--- src/design/cab_pkg.sv ---
// ----------------------------------------------------------------------------
// Coverage alpha blend package
// Shared widths, the pipeline sideband word and the divide-by-255 helper.
// ----------------------------------------------------------------------------
package cab_pkg;

  // Width of one color channel or alpha value.
  localparam int ChanW  = 8;
  // Width of one ARGB8888 pixel.
  localparam int PixW   = 4 * ChanW;
  // Width of a weight or of the normalizer N (at most 255 * 255).
  localparam int WgtW   = 2 * ChanW;
  // Width of a channel numerator M (at most 255 * 255 * 255).
  localparam int NumW   = ChanW + WgtW;
  // Divider dividend 2M + N and divisor 2N.
  localparam int DivndW = NumW + 1;
  localparam int DivsrW = WgtW + 1;
  // One quotient bit is produced per divider stage.
  localparam int QuotW  = ChanW;

  // Full alpha code.
  localparam logic [ChanW-1:0] AlphaFull = 8'hFF;

  // Sideband that travels next to the channel dividers.
  typedef struct packed {
    logic             bypass;  // pixel is final, no division result used
    logic             wr_en;   // pixel is modified
    logic [PixW-1:0]  pixel;   // final pixel when bypass is set
    logic [ChanW-1:0] alpha;   // output alpha of a partial blend
  } cab_side_t;

  // Exact x / 255, truncating, for every x below 65280 (t is WgtW bits wide).
  function automatic logic [ChanW-1:0] div255(input logic [WgtW-1:0] x);
    logic [WgtW-1:0] t;
    t = x + (x >> ChanW) + WgtW'(1);
    return t[WgtW-1:ChanW];
  endfunction

endpackage

--- src/design/cab_front.sv ---
// ----------------------------------------------------------------------------
// Coverage alpha blend front end
// Five register stages: effective alpha, blend weights, channel numerators
// and the divider operands, with the bypass cases resolved on the side.
// ----------------------------------------------------------------------------
module cab_front (
  input  logic                          clk_i,
  input  logic                          rst_ni,
  input  logic                          valid_i,
  input  logic [cab_pkg::PixW-1:0]      dest_pixel_i,
  input  logic [cab_pkg::PixW-1:0]      source_color_i,
  input  logic [cab_pkg::ChanW-1:0]     coverage_i,
  output logic                          valid_o,
  output cab_pkg::cab_side_t            side_o,
  output logic [3*cab_pkg::DivndW-1:0]  dividend_o,
  output logic [cab_pkg::DivsrW-1:0]    divisor_o
);

  localparam int ChanW = cab_pkg::ChanW;
  localparam int PixW  = cab_pkg::PixW;
  localparam int WgtW  = cab_pkg::WgtW;
  localparam int NumW  = cab_pkg::NumW;
  localparam int DivndW = cab_pkg::DivndW;

  // Stage A: coverage times source alpha.
  logic            vld_a_q;
  logic [PixW-1:0] dst_a_q, src_a_q;
  logic [WgtW-1:0] prod_a_q;

  always_ff @(posedge clk_i or negedge rst_ni) begin
    if (!rst_ni) begin
      vld_a_q <= 1'b0;
    end else begin
      vld_a_q <= valid_i;
    end
  end

  always_ff @(posedge clk_i) begin
    dst_a_q  <= dest_pixel_i;
    src_a_q  <= source_color_i;
    prod_a_q <= WgtW'(coverage_i) * WgtW'(source_color_i[PixW-1 -: ChanW]);
  end

  // Stage B: effective alpha, truncated division by 255.
  logic             vld_b_q;
  logic [PixW-1:0]  dst_b_q, src_b_q;
  logic [ChanW-1:0] ea_b_q;

  always_ff @(posedge clk_i or negedge rst_ni) begin
    if (!rst_ni) begin
      vld_b_q <= 1'b0;
    end else begin
      vld_b_q <= vld_a_q;
    end
  end

  always_ff @(posedge clk_i) begin
    dst_b_q <= dst_a_q;
    src_b_q <= src_a_q;
    ea_b_q  <= cab_pkg::div255(prod_a_q);
  end

  // Stage C: source weight ea*255 and destination weight A_dst*(255-ea).
  logic            vld_c_q;
  logic            zero_c_q, full_c_q;
  logic [PixW-1:0] dst_c_q, src_c_q;
  logic [WgtW-1:0] w1_c_q, w2_c_q;

  always_ff @(posedge clk_i or negedge rst_ni) begin
    if (!rst_ni) begin
      vld_c_q <= 1'b0;
    end else begin
      vld_c_q <= vld_b_q;
    end
  end

  always_ff @(posedge clk_i) begin
    dst_c_q  <= dst_b_q;
    src_c_q  <= src_b_q;
    zero_c_q <= (ea_b_q == '0);
    full_c_q <= (ea_b_q == cab_pkg::AlphaFull);
    w1_c_q   <= {ea_b_q, {ChanW{1'b0}}} - WgtW'(ea_b_q);
    w2_c_q   <= WgtW'(dst_b_q[PixW-1 -: ChanW]) * WgtW'(cab_pkg::AlphaFull - ea_b_q);
  end

  // Stage D: normalizer N and the six weighted channel products.
  logic            vld_d_q;
  logic            zero_d_q, full_d_q;
  logic [PixW-1:0] dst_d_q, src_d_q;
  logic [WgtW-1:0] n_d_q;
  logic [NumW-1:0] ps_d_q [3];
  logic [NumW-1:0] pd_d_q [3];

  always_ff @(posedge clk_i or negedge rst_ni) begin
    if (!rst_ni) begin
      vld_d_q <= 1'b0;
    end else begin
      vld_d_q <= vld_c_q;
    end
  end

  always_ff @(posedge clk_i) begin
    dst_d_q  <= dst_c_q;
    src_d_q  <= src_c_q;
    zero_d_q <= zero_c_q;
    full_d_q <= full_c_q;
    n_d_q    <= w1_c_q + w2_c_q;
    for (int c = 0; c < 3; c++) begin
      ps_d_q[c] <= NumW'(src_c_q[c*ChanW +: ChanW]) * NumW'(w1_c_q);
      pd_d_q[c] <= NumW'(dst_c_q[c*ChanW +: ChanW]) * NumW'(w2_c_q);
    end
  end

  // Stage E: divider operands, output alpha and the bypass word.
  cab_pkg::cab_side_t side_d;
  logic               vld_e_q;
  cab_pkg::cab_side_t side_e_q;
  logic [3*DivndW-1:0] dvnd_e_q;
  logic [cab_pkg::DivsrW-1:0] dvsr_e_q;

  always_comb begin
    side_d.bypass = zero_d_q | full_d_q;
    side_d.wr_en  = !zero_d_q;
    side_d.pixel  = zero_d_q ? dst_d_q : {cab_pkg::AlphaFull, src_d_q[PixW-ChanW-1:0]};
    side_d.alpha  = cab_pkg::div255(n_d_q + WgtW'(127));
  end

  always_ff @(posedge clk_i or negedge rst_ni) begin
    if (!rst_ni) begin
      vld_e_q <= 1'b0;
    end else begin
      vld_e_q <= vld_d_q;
    end
  end

  always_ff @(posedge clk_i) begin
    side_e_q <= side_d;
    dvsr_e_q <= {n_d_q, 1'b0};
    for (int c = 0; c < 3; c++) begin
      dvnd_e_q[c*DivndW +: DivndW] <=
        {NumW'(ps_d_q[c] + pd_d_q[c]), 1'b0} + DivndW'(n_d_q);
    end
  end

  assign valid_o    = vld_e_q;
  assign side_o     = side_e_q;
  assign dividend_o = dvnd_e_q;
  assign divisor_o  = dvsr_e_q;

endmodule

--- src/design/cab_divider.sv ---
// ----------------------------------------------------------------------------
// Coverage alpha blend channel divider
// Pipelined restoring divider, one quotient bit per register stage.
// ----------------------------------------------------------------------------
module cab_divider (
  input  logic                        clk_i,
  input  logic [cab_pkg::DivndW-1:0]  dividend_i,
  input  logic [cab_pkg::DivsrW-1:0]  divisor_i,
  output logic [cab_pkg::QuotW-1:0]   quotient_o
);

  localparam int DivndW = cab_pkg::DivndW;
  localparam int DivsrW = cab_pkg::DivsrW;
  localparam int QuotW  = cab_pkg::QuotW;

  logic [DivndW-1:0] rem_q  [QuotW-1];
  logic [DivsrW-1:0] dsr_q  [QuotW-1];
  logic [QuotW-1:0]  quot_q [QuotW];

  // Stage s decides quotient bit QuotW-1-s. The dividend is below 256 times
  // the divisor, so eight steps cover the whole quotient.
  for (genvar s = 0; s < QuotW; s++) begin : g_step
    localparam int Sh = QuotW - 1 - s;

    logic [DivndW-1:0] rem_in, trial;
    logic [DivsrW-1:0] dsr_in;
    logic [QuotW-1:0]  quot_in;
    logic              fits;

    // The first stage takes the operands, the others the previous stage.
    if (s == 0) begin : g_first
      assign rem_in  = dividend_i;
      assign dsr_in  = divisor_i;
      assign quot_in = '0;
    end else begin : g_next
      assign rem_in  = rem_q[s-1];
      assign dsr_in  = dsr_q[s-1];
      assign quot_in = quot_q[s-1];
    end

    assign trial = DivndW'(dsr_in) << Sh;
    assign fits  = (rem_in >= trial);

    always_ff @(posedge clk_i) begin
      quot_q[s] <= {quot_in[QuotW-2:0], fits};
    end

    // The remainder and divisor are only needed by a following stage.
    if (s < QuotW - 1) begin : g_pass
      always_ff @(posedge clk_i) begin
        rem_q[s] <= fits ? (rem_in - trial) : rem_in;
        dsr_q[s] <= dsr_in;
      end
    end
  end

  assign quotient_o = quot_q[QuotW-1];

endmodule

--- src/design/coverage_alpha_blend.sv ---
// ----------------------------------------------------------------------------
// Coverage alpha blend
// Straight-alpha source-over blend of one ARGB8888 pixel with coverage.
// ----------------------------------------------------------------------------
// Throughput: one word per cycle; busy stays low, the pipeline never stalls.
// Depth is set by the five operand stages, the eight-stage channel divider
// and the output register.
// Reset clears all valid bits; words in flight at reset are dropped.
// The receiver cannot stall; each result is shown for exactly one cycle.
module coverage_alpha_blend (
  input  logic                      clk_i,
  input  logic                      rst_ni,
  input  logic                      start,
  output logic                      busy,
  input  logic [cab_pkg::PixW-1:0]  dest_pixel_i,
  input  logic [cab_pkg::PixW-1:0]  source_color_i,
  input  logic [cab_pkg::ChanW-1:0] coverage_i,
  output logic                      valid_o,
  output logic [cab_pkg::PixW-1:0]  blended_pixel_o,
  output logic                      write_enable_o
);

  localparam int ChanW  = cab_pkg::ChanW;
  localparam int PixW   = cab_pkg::PixW;
  localparam int DivndW = cab_pkg::DivndW;
  localparam int Steps  = cab_pkg::QuotW;

  logic                       accept;
  logic                       fr_vld;
  cab_pkg::cab_side_t         fr_side;
  logic [3*DivndW-1:0]        fr_dvnd;
  logic [cab_pkg::DivsrW-1:0] fr_dvsr;
  logic [3*ChanW-1:0]         quot;

  // Every word is taken at once.
  assign busy   = 1'b0;
  assign accept = start && !busy;

  cab_front u_front (
    .clk_i          (clk_i),
    .rst_ni         (rst_ni),
    .valid_i        (accept),
    .dest_pixel_i   (dest_pixel_i),
    .source_color_i (source_color_i),
    .coverage_i     (coverage_i),
    .valid_o        (fr_vld),
    .side_o         (fr_side),
    .dividend_o     (fr_dvnd),
    .divisor_o      (fr_dvsr)
  );

  // One divider per color channel, sharing the divisor 2N.
  for (genvar c = 0; c < 3; c++) begin : g_chan
    cab_divider u_div (
      .clk_i      (clk_i),
      .dividend_i (fr_dvnd[c*DivndW +: DivndW]),
      .divisor_i  (fr_dvsr),
      .quotient_o (quot[c*ChanW +: ChanW])
    );
  end

  // Valid bits and sideband follow the divider stages.
  logic               vld_q  [Steps];
  cab_pkg::cab_side_t side_q [Steps];

  always_ff @(posedge clk_i or negedge rst_ni) begin
    if (!rst_ni) begin
      for (int s = 0; s < Steps; s++) begin
        vld_q[s] <= 1'b0;
      end
    end else begin
      vld_q[0] <= fr_vld;
      for (int s = 1; s < Steps; s++) begin
        vld_q[s] <= vld_q[s-1];
      end
    end
  end

  always_ff @(posedge clk_i) begin
    side_q[0] <= fr_side;
    for (int s = 1; s < Steps; s++) begin
      side_q[s] <= side_q[s-1];
    end
  end

  // Output register: bypass pixel or the assembled blend.
  logic            out_vld_q;
  logic [PixW-1:0] out_pix_q;
  logic            out_we_q;

  always_ff @(posedge clk_i or negedge rst_ni) begin
    if (!rst_ni) begin
      out_vld_q <= 1'b0;
    end else begin
      out_vld_q <= vld_q[Steps-1];
    end
  end

  always_ff @(posedge clk_i) begin
    out_we_q  <= side_q[Steps-1].wr_en;
    out_pix_q <= side_q[Steps-1].bypass ? side_q[Steps-1].pixel
                                        : {side_q[Steps-1].alpha, quot};
  end

  assign valid_o         = out_vld_q;
  assign blended_pixel_o = out_pix_q;
  assign write_enable_o  = out_we_q;

endmodule
--- config.mk ---
export PLATFORM = sky130hd
export DESIGN_NAME = coverage_alpha_blend
export DESIGN_NICKNAME = d
export VERILOG_FILES = /design/src/design/cab_pkg.sv /design/src/design/cab_front.sv /design/src/design/cab_divider.sv /design/src/design/coverage_alpha_blend.sv
export SDC_FILE = /design/constraint.sdc
export NUM_CORES = 2
export LEC_CHECK = 0
export ABC_AREA = 1
export BUFFER_PORTS_ARGS = -buffer_cell sky130_fd_sc_hd__buf_2
export CAP_MARGIN = 20
export CORE_UTILIZATION = 58
export DETAILED_ROUTE_END_ITERATION = 8
export PLACE_DENSITY = 0.84
export SLEW_MARGIN = 20
export SYNTH_ARGS = -nofsm -noshare
export SYNTH_HDL_FRONTEND = slang
export SYNTH_SLANG_ARGS = --single-unit
--- constraint.sdc ---
create_clock -name clk_i -period 4.3 [get_ports clk_i]
set_input_delay 0.645 -clock clk_i [delete_from_list [all_inputs] [get_ports clk_i]]
set_output_delay 0.645 -clock clk_i [all_outputs]
set_load 0.02 [all_outputs]
Yosys cells after proc, flatten, opt, wreduce, memory -nomap -nowiden:

Memories as Yosys holds them, arrays and structs flattened.
Cells that the tools add are included.

* register bits after elaboration: 480
* RAM bits: 1554
* bits of input ports: 75
* output and inout bits: 35
* word-level logic and storage cells: 146
* memories: 12

Memory list
* side_q: words 8, bits a word 42, rd ports 8, clocked after Yosys merged registers in 0, wr ports 8, RTL line coverage_alpha_blend.sv:64 `cab_pkg::cab_side_t side_q [Steps];`
* g_chan[0].u_div.rem_q: words 7, bits a word 25, rd ports 7, clocked after Yosys merged registers in 0, wr ports 7, RTL line cab_divider.sv:16 `logic [DivndW-1:0] rem_q [QuotW-1];`
* g_chan[1].u_div.rem_q: words 7, bits a word 25, rd ports 7, clocked after Yosys merged registers in 0, wr ports 7, RTL line cab_divider.sv:16
* g_chan[2].u_div.rem_q: words 7, bits a word 25, rd ports 7, clocked after Yosys merged registers in 0, wr ports 7, RTL line cab_divider.sv:16
* g_chan[0].u_div.dsr_q: words 7, bits a word 17, rd ports 7, clocked after Yosys merged registers in 0, wr ports 7, RTL line cab_divider.sv:17 `logic [DivsrW-1:0] dsr_q [QuotW-1];`
* g_chan[1].u_div.dsr_q: words 7, bits a word 17, rd ports 7, clocked after Yosys merged registers in 0, wr ports 7, RTL line cab_divider.sv:17
* +6 memories

* $add $sub $neg: 35
* $mul: 8
* order comparisons: 24
* equality and inequality tests: 1
* mux-type cells: 23
* bitwise gates (word level): 1
* reduce and logical (&&, ||, !) cells: 2

Operators by type and width (number)
* $mux 25: 21
* $mul 8x16->24: 6
* $add 25x16->25: 3
* $ge 25x17->1: 3
* $ge 25x18->1: 3
* $ge 25x19->1: 3
* $ge 25x20->1: 3
* $ge 25x21->1: 3
* $ge 25x22->1: 3
* $ge 25x23->1: 3
* $ge 25x24->1: 3
* $sub 25x18->25: 3
* $sub 25x19->25: 3
* $sub 25x20->25: 3
* $sub 25x21->25: 3
* $sub 25x22->25: 3
* $sub 25x23->25: 3
* $sub 25x24->25: 3
* $add 24x24->24: 3
* $add 16x1->16 const B: 2
* $add 16x8->16: 2
* $mux 32: 1
* $mux 24: 1
* $add 16x16->16: 1
* 9 further kinds: 9

Longest topological paths before layout:

* depth in word-level cells: 3
* gate-level depth with buffers: 23
* gate-level depth less buffers: 21

Cells and area by module:

From an unflattened synthesis, not the netlist that was laid out.

* cell total of the unflattened synthesis: 16113
* area, all modules: 117156.1 um2

By module, submodules not included
* cab_front: instances 1, cells an instance 6589, area an instance 51252.9 um2, seq. area each 11616.1 um2
* cab_divider at g_chan[0].u_div ...: instances 2, cells an instance 3036, area an instance 19323.5 um2, seq. area each 6606.3 um2
* cab_divider at g_chan[2].u_div: instances 1, cells an instance 2968, area an instance 19140.9 um2, seq. area each 6606.3 um2
* coverage_alpha_blend: instances 1, cells an instance 484, area an instance 8115.3 um2, seq. area each 7612.3 um2

Least setup slack after synthesis:

Ideal clock, no wire load.

* path kind: register to register
* start point: reg u_front.dst_c_q[18]
* end point: mem u_front.pd_d_q[0][65] (netlist bit)
* arrival time: 4283 ps
* data required time: 4173 ps
* setup slack: -110 ps
* cell stages (with the launch flop): 19
* period minus slack after synthesis: 4410 ps
* path through: dfxtp_1 clkbuf_1 clkbuf_1 nand2_1 fa_1 fa_1 inv_1 fa_1 inv_1 fa_1 inv_1 ha_1 nand2_1 inv_1 a21boi_0 o21ai_0 a21oi_1 o21ai_0 xor2_1

RTL lines
* start, declared: RTL line cab_front.sv:66 `logic [PixW-1:0] dst_c_q, src_c_q;`
* start signal, assigned: RTL line cab_front.sv:78 `dst_c_q <= dst_b_q;`
* end, declared: RTL line cab_front.sv:92 `logic [NumW-1:0] pd_d_q [3];`

==> results.md <==
* Syn Nets at 13500
* CP max FO at 5
* Routed wire length at 315400 um
* Max-slew violations at 0
* Synth top area share at 0.3410
* Gr usage total at 0.3526
* Layout cells sized above 1 at 0.1309
* Hold-critical path depth at 3
* Vias in the first global route at 83150
* Minimum clock period at 4.928 ns
* DRT iter0 DRCs at 7322
* Initial antenna violation count at 18
* Row cnt at 150
* Vias per inst at 5.567
* R2r worst-path depth at 17
* Post-Syn Instances at 11960
* Number of remaining DRC errors at 27
* RSZ-0062 raised after global routing: true
* Critical Path Sink Type: register
* Failing checks: design-rule violations, negative setup slack
* CP Launch Type: register
* Area grow syn2layout at 16.36%
* Root Buffer: clkbuf_16
* Die Wd at 412.8 um
* Post-synth ARST share at 0.008328
* Max transition margin at 0.3756
* Pin count of the biggest net entering global routing at 38
* PnR worst setup slack at -0.6282 ns
* Post-synth EDFFs at 0
* Worst-skew pair later-pin latency at 0.86 ns
* Main synth FF type: dfxtp_1
* Period utilisation layout at 1.146
* First-pass GRT wire length at 462300 um
* Clock sinks at 1681
* Post-synthesis cell area at 0.09788 mm2
* Vias at 83420
* Final hold vios at 0
* Hold Worst Slack at 0.1715 ns
* Setup Skew at 0.08322 ns
* Detailed Routing Iterations Pass 1 at 9
* Worst EP required at 5.07 ns
* Sequential area share after synthesis at 0.3445
* Core area at 0.1674 mm2
* Final Net Count at 14160
* CTS Buf Count at 167
* Yosys cell types at 78
* Max-cap violation count at 0
* Highest Clock Rate at 0.2029 GHz
* CTS Buffer Depth at 3
* DR WL/cell at 21.05 um
* TritonCTS clock tree: yes
* Final antenna-violating net count at 0
* Die height at 412.8 um
* Outcome: complete, but fails checks
* HP Class: in -> reg
* Gpl congestion at 1.023
* IO buf count at 108
* Synth Warn # at 0
* CP Class: reg -> reg
* Critical Path AT at 5.70 ns
* Actual slew at the worst max-slew pin at 0.9353 ns
* GRT Residual Overflow at 0
* Hpwl dp at 231800 um
* Commonest non-fill, non-tap cells in the layout: nand2_1 (2718), inv_1 (2119), dfxtp_1 (1605)
* Clock slew at reported path FFs at 0.07 ns
* Die area at 0.1704 mm2
* Synth Register Bits at 1681
* Commonest non-fill, non-tap cell in the layout: nand2_1
* Initial Utilization at 0.5847
* Io pins at 110
* Synth top area cells: dfxtp_1 (34%), fa_1 (12%), ha_1 (11%)
* H-Tree Level Count at 4
* Final Setup Violations at 18
* Post-synth top area cell: dfxtp_1
* Syn_area_per_cell at 8.182 um2
repair_timing:
action / CTS / global route
pin swaps: 13 / 194
hold buffers: 58 / 0
setup buffers: 2 / 67
cloned: 2 / 10
resized for setup: 102 / 475
hold endpoints to repair: 71 / 0
endpoints found under the setup margin: 64 / 82
synthesized netlist by cell type (9+ instances only):
library cell	n
buf_2	36
clkbuf_1	194
or2_2	43
fa_1	604
o211ai_1	18
a21oi_2	23
mux2_2	32
inv_1	2166
nand3_1	357
nand3_2	10
and2_1	11
and3_1	9
o21a_1	12
nor2_1	587
ha_1	863
o21ai_1	88
nand2_1	2775
buf_6	22
o21bai_1	47
o31ai_1	12
xnor2_1	257
a21oi_1	663
dfxtp_1	1667
inv_2	14
nand2_2	29
nor3_1	89
dfrtp_1	14
a31oi_1	49
a211oi_1	12
nand3b_1	28
nor2_2	12
nor4_1	61
a21boi_0	18
o21ai_2	73
nand4_1	125
a21o_1	65
o21ai_0	464
xor2_1	323
state kept, by name, indices dropped and copies added (netlist names), 32 cells and up:
name                 cells
u_front.dividend_o      73
u_front.dst_c_q         32
g_chan.u_div.rem_q     511
u_front.ps_d_q          72
u_front.side_o          42
u_front.dst_a_q         32
side_q                 336
u_front.dst_b_q         32
g_chan.u_div.dsr_q     105
u_front.dst_d_q         32
blended_pixel_o         32
u_front.pd_d_q          72
g_chan.u_div.quot_q    108
final timing paths:
kind,startpoint,endpoint,slack [ns]
hold / removal,source_color_i[24],u_front.prod_a_q[0],0.17
setup reg to reg,u_front.dst_c_q[2],u_front.pd_d_q[0][23],-0.63
hold reg to reg,u_front.side_o[27],side_q[0][27],0.30
max in group asynchronous,rst_ni,vld_q[3],3.87
min in group asynchronous,rst_ni,u_front.vld_d_q,0.21
setup / recovery,u_front.dst_c_q[2],u_front.pd_d_q[0][23],-0.63
cell type report:
cell class	instances	area, um2
fill	12540	53520
inverter	2184	8208
sequential	1681	33870
clock buffer	196	4458
antenna	26	65.06
multi-input combinational	7832	56590
timing repair buffer	747	6371
clock inverter	114	1574
tap	2204	2758
stage by stage:
stage,setup TNS [ns],setup WS [ns],utilization,cell area (um2),std cells
floorplan,-0.01787,-0.01787,-,97900,11960
global placement,-2.972,-0.2191,0.6220,104100,14510
detailed placement,-6.173,-0.2435,0.6220,104100,14510
CTS,-0.02478,-0.02145,0.6639,111100,14880
global route,-7.344,-0.6345,0.6800,113800,14970
finish,-3.705,-0.6282,0.6803,113900,14980
layer usage:
layer,track usage,wire (um)
met1,0.3923,113300
met5,0,81
met3,0.06451,24660
met2,0.6016,148100
met4,0.2625,29300
cells by family (layout without fill, tap and decap cells):
kind of cell / count (synthesis) / in the layout / synth area share
other: 1 / 27 / 0.00003831
XOR/XNOR: 580 / 580 / 0.05190
AND/OR/NAND/NOR: 4162 / 4162 / 0.1760
buffers and inverters: 2449 / 3241 / 0.09683
flip-flops: 1681 / 1681 / 0.3445
AO/OA/AOI/OAI: 1590 / 1590 / 0.09314
multiplexers: 32 / 32 / 0.003682
adder cells (fa/ha/maj): 1467 / 1467 / 0.2339
worst max-delay path: stages, from the launching register on:
cell,delay (ns)
dfxtp_4,0.48
buf_6,0.15
nand2_1,0.11
fa_1,0.55
fa_1,0.59
inv_1,0.09
fa_1,0.53
inv_1,0.09
fa_1,0.70
inv_1,0.11
ha_1,0.34
nand2_2,0.09
nor3_2,0.26
nand3_1,0.22
nand3_2,0.16
nand3_2,0.09
nand2_2,0.10
xor2_2,0.20
Power is not shown: default switching activity piles up to over one toggle a cycle in this logic, so the estimate is an artifact.
